--- src/sv/lcd_window_write_controller_core_defines.svh ---
// assertion macros for the lcd window write controller
// expects signals clk and arst_n in the including module
`ifndef LCD_WINDOW_WRITE_CONTROLLER_CORE_DEFINES_SVH
`define LCD_WINDOW_WRITE_CONTROLLER_CORE_DEFINES_SVH

`ifndef SYNTH
// property that must hold at every clock edge out of reset
`define LCDWWC_ASSERT_ALWAYS(label, expr) \
	label: assert property (@(posedge clk) disable iff (!arst_n) (expr)) \
	else $error("lcdwwc check failed");
// property that must hold in the cycle after a trigger
`define LCDWWC_ASSERT_NEXT(label, trig, expr) \
	label: assert property (@(posedge clk) disable iff (!arst_n) (trig) |=> (expr)) \
	else $error("lcdwwc check failed");
`else
`define LCDWWC_ASSERT_ALWAYS(label, expr)
`define LCDWWC_ASSERT_NEXT(label, trig, expr)
`endif

`endif

--- src/sv/lcdwwc_pkg.sv ---
// types and constants of the lcd window write controller
// no dependencies; used by the channel interfaces and the core
`default_nettype none

package lcdwwc_pkg;

	// panel geometry and framebuffer addressing
	localparam int PANEL_WIDTH  = 128;
	localparam int PANEL_HEIGHT = 128;
	localparam int ROW_SHIFT    = 8;
	localparam int ADDRESS_BITS = 15;

	localparam int MEM_ADDR_W = 15;
	localparam int SUM_W      = (8 + ROW_SHIFT + 1 > MEM_ADDR_W + 1) ?
		(8 + ROW_SHIFT + 1) : (MEM_ADDR_W + 1);
	localparam int MASK_BITS  = (ADDRESS_BITS < SUM_W) ? ADDRESS_BITS : SUM_W;
	localparam logic [SUM_W-1:0] ADDR_MASK = SUM_W'((64'd1 << MASK_BITS) - 64'd1);

	// command codes
	localparam logic [7:0] OP_NONE         = 8'h00;
	localparam logic [7:0] OP_COLUMN_SET   = 8'h2A;
	localparam logic [7:0] OP_ROW_SET      = 8'h2B;
	localparam logic [7:0] OP_MEMORY_WRITE = 8'h2C;

	// window limits
	localparam logic [7:0] COLUMN_CAP = 8'h83;
	localparam logic [7:0] ROW_CAP    = 8'hA1;
	localparam logic [7:0] COLUMN_END_RESET = 8'(PANEL_WIDTH - 1);
	localparam logic [7:0] ROW_END_RESET    = 8'(PANEL_HEIGHT - 1);

	// parameter-byte positions that carry window start and end
	localparam logic [8:0] POS_START    = 9'd1;
	localparam logic [8:0] POS_END      = 9'd3;
	localparam logic [8:0] POSITION_MAX = 9'd511;

	typedef struct packed {
		logic       chip_select_n;
		logic       write_strobe;
		logic       data_not_command;
		logic [7:0] bus_byte;
		logic       clear_repaint;
		logic       clear_frame_count;
	} pins_t;

	typedef struct packed {
		logic                  mem_write;
		logic [MEM_ADDR_W-1:0] mem_address;
		logic [7:0]            mem_byte;
		logic                  repaint_pending;
		logic [31:0]           frame_count;
		logic                  bus_drive;
	} result_t;

endpackage

`default_nettype wire

--- src/sv/lcdwwc_if.sv ---
// valid/ready channel interfaces for bus samples and results
// depends on lcdwwc_pkg for the payload types
`default_nettype none

interface lcdwwc_pins_if;
	logic                valid;
	logic                ready;
	lcdwwc_pkg::pins_t   data;

	modport source (output valid, output data, input ready);
	modport sink   (input valid, input data, output ready);
endinterface

interface lcdwwc_result_if;
	logic                valid;
	logic                ready;
	lcdwwc_pkg::result_t data;

	modport source (output valid, output data, input ready);
	modport sink   (input valid, input data, output ready);
endinterface

`default_nettype wire

--- src/sv/lcd_window_write_controller_core.sv ---
// lcd window write controller: 8080-style bus decoder to framebuffer byte writes
// Sustained rate is one bus sample per clock while the result sink keeps taking results. Each
// sample passes an input register, then the decode and window stepping logic updates the
// controller state and fills the result register, from which it leaves when the sink takes it.
// While a result waits, the input register still takes one more item, then the input stalls
// until the result sink takes the result; the only stall comes from the sink.
// A rising write strobe with chip select low latches a command or a data byte. Column-set and
// row-set take start from parameter byte 1 and end from byte 3 (capped at 131 and 161),
// memory-write rewinds to the window start and counts a frame, and data after memory-write
// becomes framebuffer writes that walk the window. Repaint flag and frame count are reported
// on every result and cleared on request after reporting. The bus is never driven.
// depends on lcdwwc_pkg, lcdwwc_if and lcd_window_write_controller_core_defines.svh
`default_nettype none
`include "lcd_window_write_controller_core_defines.svh"

module lcd_window_write_controller_core (
	input  wire              clk,
	input  wire              arst_n,
	lcdwwc_pins_if.sink      pins,
	lcdwwc_result_if.source  result
);

	// input stage
	logic                 valid_s1;
	lcdwwc_pkg::pins_t    item_s1;

	// result stage
	logic                 res_valid_q;
	lcdwwc_pkg::result_t  res_q;

	// controller state
	logic        last_strobe_q;
	logic [7:0]  active_cmd_q;
	logic [8:0]  byte_pos_q;
	logic [7:0]  col_start_q;
	logic [7:0]  col_end_q;
	logic [7:0]  row_start_q;
	logic [7:0]  row_end_q;
	logic [7:0]  cur_row_q;
	logic        repaint_q;
	logic [31:0] frame_cnt_q;

	// next-state values after this sample's bus action
	logic [7:0]  active_cmd_n;
	logic [8:0]  byte_pos_n;
	logic [7:0]  col_start_n;
	logic [7:0]  col_end_n;
	logic [7:0]  row_start_n;
	logic [7:0]  row_end_n;
	logic [7:0]  cur_row_n;
	logic        repaint_n;
	logic [31:0] frame_cnt_n;

	logic        strobe_edge;
	logic        wr;
	logic [lcdwwc_pkg::MEM_ADDR_W-1:0] addr;
	logic [7:0]  wbyte;
	logic [8:0]  pos_step;
	logic [7:0]  row_inc;
	logic [7:0]  cap_val;
	logic [lcdwwc_pkg::SUM_W-1:0] addr_sum;

	logic advance;
	logic take_s1;

	function automatic logic [7:0] cap_at(input logic [7:0] v, input logic [7:0] top);
		return (v > top) ? top : v;
	endfunction

	// the result register frees up when empty or being taken
	assign advance     = !res_valid_q || result.ready;
	assign take_s1     = valid_s1 && advance;
	assign pins.ready  = !valid_s1 || advance;

	assign result.valid = res_valid_q;
	assign result.data  = res_q;

	// saturating byte counter and framebuffer address
	assign pos_step = (byte_pos_q == lcdwwc_pkg::POSITION_MAX) ? byte_pos_q
		: byte_pos_q + 9'd1;
	assign row_inc  = cur_row_q + 8'd1;
	assign addr_sum = ((lcdwwc_pkg::SUM_W'(cur_row_q) << lcdwwc_pkg::ROW_SHIFT)
		+ lcdwwc_pkg::SUM_W'(byte_pos_q)) & lcdwwc_pkg::ADDR_MASK;

	assign strobe_edge = !item_s1.chip_select_n && item_s1.write_strobe && !last_strobe_q;

	always_comb begin
		active_cmd_n = active_cmd_q;
		byte_pos_n   = byte_pos_q;
		col_start_n  = col_start_q;
		col_end_n    = col_end_q;
		row_start_n  = row_start_q;
		row_end_n    = row_end_q;
		cur_row_n    = cur_row_q;
		repaint_n    = repaint_q;
		frame_cnt_n  = frame_cnt_q;
		wr           = 1'b0;
		addr         = '0;
		wbyte        = '0;
		cap_val      = (active_cmd_q == lcdwwc_pkg::OP_COLUMN_SET) ? lcdwwc_pkg::COLUMN_CAP
			: lcdwwc_pkg::ROW_CAP;

		if (strobe_edge) begin
			if (!item_s1.data_not_command) begin
				// new command: parameter bytes count from zero; memory-write starts at the window start
				active_cmd_n = item_s1.bus_byte;
				byte_pos_n   = '0;
				if (item_s1.bus_byte == lcdwwc_pkg::OP_MEMORY_WRITE) begin
					cur_row_n   = row_start_q;
					byte_pos_n  = {col_start_q, 1'b0};
					frame_cnt_n = frame_cnt_q + 32'd1;
				end
			end else if (active_cmd_q == lcdwwc_pkg::OP_COLUMN_SET
				|| active_cmd_q == lcdwwc_pkg::OP_ROW_SET) begin
				// window parameters; high bytes only move the counter
				if (byte_pos_q == lcdwwc_pkg::POS_START) begin
					if (active_cmd_q == lcdwwc_pkg::OP_COLUMN_SET)
						col_start_n = cap_at(item_s1.bus_byte, cap_val);
					else
						row_start_n = cap_at(item_s1.bus_byte, cap_val);
				end else if (byte_pos_q == lcdwwc_pkg::POS_END) begin
					if (active_cmd_q == lcdwwc_pkg::OP_COLUMN_SET)
						col_end_n = cap_at(item_s1.bus_byte, cap_val);
					else
						row_end_n = cap_at(item_s1.bus_byte, cap_val);
				end
				byte_pos_n = pos_step;
			end else if (active_cmd_q == lcdwwc_pkg::OP_MEMORY_WRITE) begin
				// pixel byte: write, then step through the window
				wr         = 1'b1;
				addr       = addr_sum[lcdwwc_pkg::MEM_ADDR_W-1:0];
				wbyte      = item_s1.bus_byte;
				repaint_n  = 1'b1;
				byte_pos_n = pos_step;
				// past the last byte of the row (two bytes per column)
				if (pos_step > {col_end_q, 1'b1}) begin
					byte_pos_n = {col_start_q, 1'b0};
					cur_row_n  = (row_inc > row_end_q) ? row_start_q : row_inc;
				end
			end
		end
	end

	// input register
	always_ff @(posedge clk or negedge arst_n) begin
		if (!arst_n) begin
			valid_s1 <= 1'b0;
		end else if (pins.ready) begin
			valid_s1 <= pins.valid;
		end
	end

	always_ff @(posedge clk) begin
		if (pins.valid && pins.ready) begin
			item_s1 <= pins.data;
		end
	end

	// controller state moves once per sample
	always_ff @(posedge clk or negedge arst_n) begin
		if (!arst_n) begin
			last_strobe_q <= 1'b0;
			active_cmd_q  <= lcdwwc_pkg::OP_NONE;
			byte_pos_q    <= '0;
			col_start_q   <= '0;
			col_end_q     <= lcdwwc_pkg::COLUMN_END_RESET;
			row_start_q   <= '0;
			row_end_q     <= lcdwwc_pkg::ROW_END_RESET;
			cur_row_q     <= '0;
			repaint_q     <= 1'b1;
			frame_cnt_q   <= '0;
		end else if (take_s1) begin
			last_strobe_q <= item_s1.write_strobe;
			active_cmd_q  <= active_cmd_n;
			byte_pos_q    <= byte_pos_n;
			col_start_q   <= col_start_n;
			col_end_q     <= col_end_n;
			row_start_q   <= row_start_n;
			row_end_q     <= row_end_n;
			cur_row_q     <= cur_row_n;
			// clear-on-read after reporting
			repaint_q     <= item_s1.clear_repaint ? 1'b0 : repaint_n;
			frame_cnt_q   <= item_s1.clear_frame_count ? 32'd0 : frame_cnt_n;
		end
	end

	// result register
	always_ff @(posedge clk or negedge arst_n) begin
		if (!arst_n) begin
			res_valid_q <= 1'b0;
		end else if (advance) begin
			res_valid_q <= valid_s1;
		end
	end

	always_ff @(posedge clk) begin
		if (take_s1) begin
			res_q.mem_write       <= wr;
			res_q.mem_address     <= addr;
			res_q.mem_byte        <= wbyte;
			res_q.repaint_pending <= repaint_n;
			res_q.frame_count     <= frame_cnt_n;
			res_q.bus_drive       <= 1'b0;
		end
	end

	// checks
	`LCDWWC_ASSERT_ALWAYS(a_idle_write_zero,
		!res_valid_q || res_q.mem_write
		|| (res_q.mem_address == '0 && res_q.mem_byte == '0))
	`LCDWWC_ASSERT_ALWAYS(a_col_capped,
		col_start_q <= lcdwwc_pkg::COLUMN_CAP && col_end_q <= lcdwwc_pkg::COLUMN_CAP)
	`LCDWWC_ASSERT_NEXT(a_frame_step, take_s1 && !item_s1.clear_frame_count,
		frame_cnt_q == $past(frame_cnt_q) || frame_cnt_q == $past(frame_cnt_q) + 32'd1)
	`LCDWWC_ASSERT_NEXT(a_write_sets_repaint, take_s1 && wr,
		res_valid_q && res_q.repaint_pending)

endmodule

`default_nettype wire
--- src/flat_wrapper.sv ---
// flat-port wrapper written by rule: the top's interface ports become plain ports
module lcd_window_write_controller_core_flat 
  (clk, arst_n, pins_valid, pins_data, pins_ready, result_valid, result_data, result_ready);
  lcdwwc_pins_if pins_i ();
  lcdwwc_result_if result_i ();
  input  wire clk;
  input  wire arst_n;
  input wire logic [$bits(pins_i.valid)-1:0] pins_valid;
  input wire logic [$bits(pins_i.data)-1:0] pins_data;
  output wire logic [$bits(pins_i.ready)-1:0] pins_ready;
  output wire logic [$bits(result_i.valid)-1:0] result_valid;
  output wire logic [$bits(result_i.data)-1:0] result_data;
  input wire logic [$bits(result_i.ready)-1:0] result_ready;
  assign pins_i.valid = pins_valid;
  assign pins_i.data = pins_data;
  assign pins_ready = pins_i.ready;
  assign result_valid = result_i.valid;
  assign result_data = result_i.data;
  assign result_i.ready = result_ready;
  lcd_window_write_controller_core u_core (.clk(clk), .arst_n(arst_n), .pins(pins_i), .result(result_i));
endmodule
--- config.mk ---
export PLATFORM = sky130hd
export DESIGN_NAME = lcd_window_write_controller_core_flat
export DESIGN_NICKNAME = d
export VERILOG_FILES = /design/src/sv/lcdwwc_pkg.sv /design/src/sv/lcdwwc_if.sv /design/src/sv/lcd_window_write_controller_core.sv /design/src/flat_wrapper.sv
export VERILOG_INCLUDE_DIRS = /design/src /design/src/sv
export SDC_FILE = /design/constraint.sdc
export NUM_CORES = 1
export LEC_CHECK = 0
export BUFFER_PORTS_ARGS = -buffer_cell sky130_fd_sc_hd__buf_2
export CORE_ASPECT_RATIO = 1.1
export CORE_UTILIZATION = 25
export CTS_CLUSTER_SIZE = 28
export DETAILED_ROUTE_END_ITERATION = 7
export PLACE_DENSITY_LB_ADDON = 0.15
export SYNTH_ARGS = -nofsm -noshare
export SYNTH_HDL_FRONTEND = slang
export SYNTH_SLANG_ARGS = --single-unit
--- constraint.sdc ---
create_clock -name clk -period 3.8 [get_ports clk]
set_clock_uncertainty 0.15 [all_clocks]
set_input_delay 0.19 -clock clk [delete_from_list [all_inputs] [get_ports clk]]
set_output_delay 0.19 -clock clk [all_outputs]
set_load 0.005 [all_outputs]
==> flow_metrics.tcl <==
set metrics [dict create \
    leakage_uw 0.00430 \
    drt-pass1-iter-count 4 \
    async_reset_ff_frac 0.571 \
    fin_crit_ns 3.56 \
    die_h_um 193 \
    r2r_slack_ns 0.24 \
    syn-instance-count 727 \
    root_buffer "clkbuf_16" \
    nets 865 \
    hp-class "in -> async" \
    syn2layout_area_growth_pct 20.6 \
    dieArea_um2 34000 \
    ant_nets 0 \
    slew_headroom 0.359 \
    fillCellCount 3327 \
    crit_chain "ha_1 -> and3_1 -> nand3_1 -> nand3_1 -> xnor2_1 -> ha_1 -> nand4_1 -> nor3_1 -> nor4_1 -> nor3_2 -> mux2i_1 -> o21ai_0" \
    clk_pin_slew_ns 0.08 \
    place_hpwl_um 15500 \
    setup_viol 0 \
    power_density_nw_per_um2 458 \
    wire_per_inst_um 17.1 \
    crit-reg2reg-launch "u_core.byte_pos_q[1]$_DFFE_PN0P_" \
    critPathKind "reg -> reg" \
    path_buf_inv 0 \
    cts_tree "done" \
    antenna_cells 0 \
    grt_use_total 0.133 \
    totalWireLength_um 21600 \
    synth.distinct_cells 66 \
    synth-main-ff-cell "dfrtp_1" \
    cts_setup_buffers 0 \
    drv_slew 0 \
    die_w_um 176 \
    syn_avg_cell_area_um2 11.5 \
    grt_pass1_wl_um 34400 \
    gp_congestion 0.750 \
    clk_latency_ns 0.45 \
    synth-edff-count 70 \
    synth_top_cell_by_area "edfxtp_1" \
    startpoint_type "register" \
    reg2regPathDepth 12 \
    antenna_found_initial 0 \
    tightest_slew_ns 0.962 \
    synth.yosys.warnings 0 \
    finalCritPeriodShare 0.937 \
    fin_setup_tns_ns 0 \
    rsz0062_at_grt "no" \
    drtIter0Drc 382 \
    avgViaCountPerCell 4.56 \
    max-cap-violations 0 \
    grt_overflow_total 0 \
    final-hold-violation-count 0 \
    status "finished, final reports clean" \
    grt_max_degree 36 \
    numCtsBuffers 17 \
    irDropWorstVdd_v 0.000280 \
    drc 0 \
    ys_seq_area_frac 0.534 \
    crit_family "simple AND/OR/NAND/NOR gates" \
    placed_cell_area_um2 9240 \
    worstPathRequired_ns 3.96 \
    worst_path_largest_cell_delay_ns 0.76 \
    ctsHtreeMaxLevel 4 \
    cts_sinks 163 \
    design.core.area_um2 32500 \
    io_pins 77 \
    rows 69 \
    start_util 0.256 \
    portBuffers 75 \
    synth.area.top_cells "edfxtp_1, dfrtp_1, mux2_2" \
    critical_path_peak_fanout 11 \
    final_layout_size_suffix_gt1_frac 0.260 \
    syn_nets 768 \
    cts_max_path_buffers 2 \
    worst_setup_path_end_kind "register" \
    synth_area_um2 8330 \
    synth_top_area_frac 0.252 \
    num_vias 5761 \
    grt_pass1_vias 5869 \
    crit_arrival_ns 3.72 \
    synth-seq-cells 163 \
    cp_slowest_cell "nor3_2" \
    fmax_ghz 0.281 \
    stdcell_area_um2 10000 \
    reg2reg_to "u_core.byte_pos_q[8]$_DFFE_PN0P_" \
]
## placed cells by master (no fill, tap or decap), drive strengths merged, types with 14 or more instances in the layout
master / count
ha: 24
and3: 32
xor2: 14
dlygate4sd3: 16
edfxtp: 70
a21oi: 26
nand3: 32
o31ai: 18
dfrtp: 78
a31oi: 18
clkbuf: 22
o21ai: 60
dfstp: 15
inv: 29
mux2: 47
buf: 98
nor2: 32
xnor2: 29
nand2: 64
## cell type report
| class | count | area [um^2] | area share |
|---|---|---|---|
| clock buffer | 22 | 508 | 0.0506 |
| inverter | 27 | 101 | 0.0101 |
| timing repair buffer | 114 | 723 | 0.0720 |
| sequential | 163 | 4450 | 0.443 |
| tap | 426 | 533 | 0.0531 |
| clock inverter | 10 | 141 | 0.0141 |
| multi-input combinational | 501 | 3590 | 0.358 |
## worst max-delay path by stage
stage                                     start                            endpoint  slack [ns]  depth (start not counted)
3_5_place_dp   u_core.byte_pos_q[1]$_DFFE_PN0P_    u_core.byte_pos_q[8]$_DFFE_PN0P_        0.23                         12
5_1_grt        u_core.byte_pos_q[1]$_DFFE_PN0P_    u_core.byte_pos_q[8]$_DFFE_PN0P_        0.01                         12
4_1_cts        u_core.byte_pos_q[1]$_DFFE_PN0P_    u_core.byte_pos_q[8]$_DFFE_PN0P_        0.22                         12
3_3_place_gp   u_core.byte_pos_q[0]$_DFFE_PN0P_    u_core.byte_pos_q[7]$_DFFE_PN0P_        0.27                         12
6_report       u_core.byte_pos_q[1]$_DFFE_PN0P_    u_core.byte_pos_q[8]$_DFFE_PN0P_        0.24                         12
2_1_floorplan   u_core.result.valid$_DFFE_PN0P_  u_core.frame_cnt_q[11]$_DFFE_PN0P_        0.54                          7
## stage by stage
| step | setup slack (ns) | hold WS (ns) | instances | power, uW | utilization |
|---|---|---|---|---|---|
| 3_5_place_dp | 0.231 | 0.0375 | 1215 | 2710 | 0.284 |
| 4_1_cts | 0.218 | 0.0896 | 1263 | 4670 | 0.309 |
| 2_1_floorplan | 0.541 | -0.256 | 727 | 2450 | - |
| 5_1_grt | 0.0114 | 0.118 | 1263 | 4800 | 0.309 |
| 6_report | 0.241 | 0.0882 | 1263 | 4600 | 0.309 |
| 3_3_place_gp | 0.272 | 0.0364 | 1215 | 2710 | 0.284 |
## synth_stat cells, types with 3 or more instances
library cell  number
nand3_1           31
edfxtp_1          70
nor3_2             5
a21oi_1           26
o21ai_0           55
o21ai_1            5
nor2_1            28
buf_4              5
buf_2              8
nand2b_1           7
a31oi_1           18
nor3_1             7
inv_1             27
xnor2_1           29
ha_1              24
mux2_2            45
xor2_1            14
dfstp_2           15
nand4_1            9
nor4_4             5
mux2i_1           11
nor2b_1            8
and3_1            32
clkbuf_1          20
buf_6              3
o31ai_1           17
a211oi_1           3
dfrtp_1           78
and2_1             9
nand2_1           63
o211ai_1           3
and4_1             4
## registers in the layout, summed over array words and instances, names as in the netlist
register / flops
u_core.active_cmd_q: 8
u_core.byte_pos_q: 9
u_core.col_end_q: 8
u_core.col_start_q: 8
u_core.cur_row_q: 8
u_core.frame_cnt_q: 32
u_core.item_s1: 13
u_core.last_strobe_q: 1
u_core.repaint_q: 1
u_core.result.data: 57
u_core.result.valid: 1
u_core.row_end_q: 8
u_core.row_start_q: 8
u_core.valid_s1: 1
## metal layers
| metal | wire (um) | GRT usage | part of all wire |
|---|---|---|---|
| met1 | 9880 | 0.167 | 0.46 |
| met2 | 10900 | 0.226 | 0.50 |
| met3 | 461 | 0.0234 | 0.021 |
| met4 | 420 | 0.0470 | 0.019 |
| met5 | 0 | 0 | 0 |
## report_power, final
group | internal (uW) | switching (uW) | leakage (uW)
sequential | 1950 | 80.9 | 0.00190
clock | 1160 | 772 | 0.000314
combinational | 265 | 374 | 0.00208
## cells by family after synthesis
kind of cell	after synthesis	share of synthesized area
and+or+nand+nor	231	0.166
DFF	163	0.534
AOI/OAI and AO/OA	144	0.107
buffers and inverters	63	0.0346
muxes	58	0.0768
xor gates and xnor gates	43	0.0452
adders and majority gates	24	0.0361
other	1	0.000450
## timing repair
action	in CTS	in global routing
hold buffers	16	0
hold endpoints to repair	46	0
gates resized for setup	0	0
(Power assumes the default switching activity.)
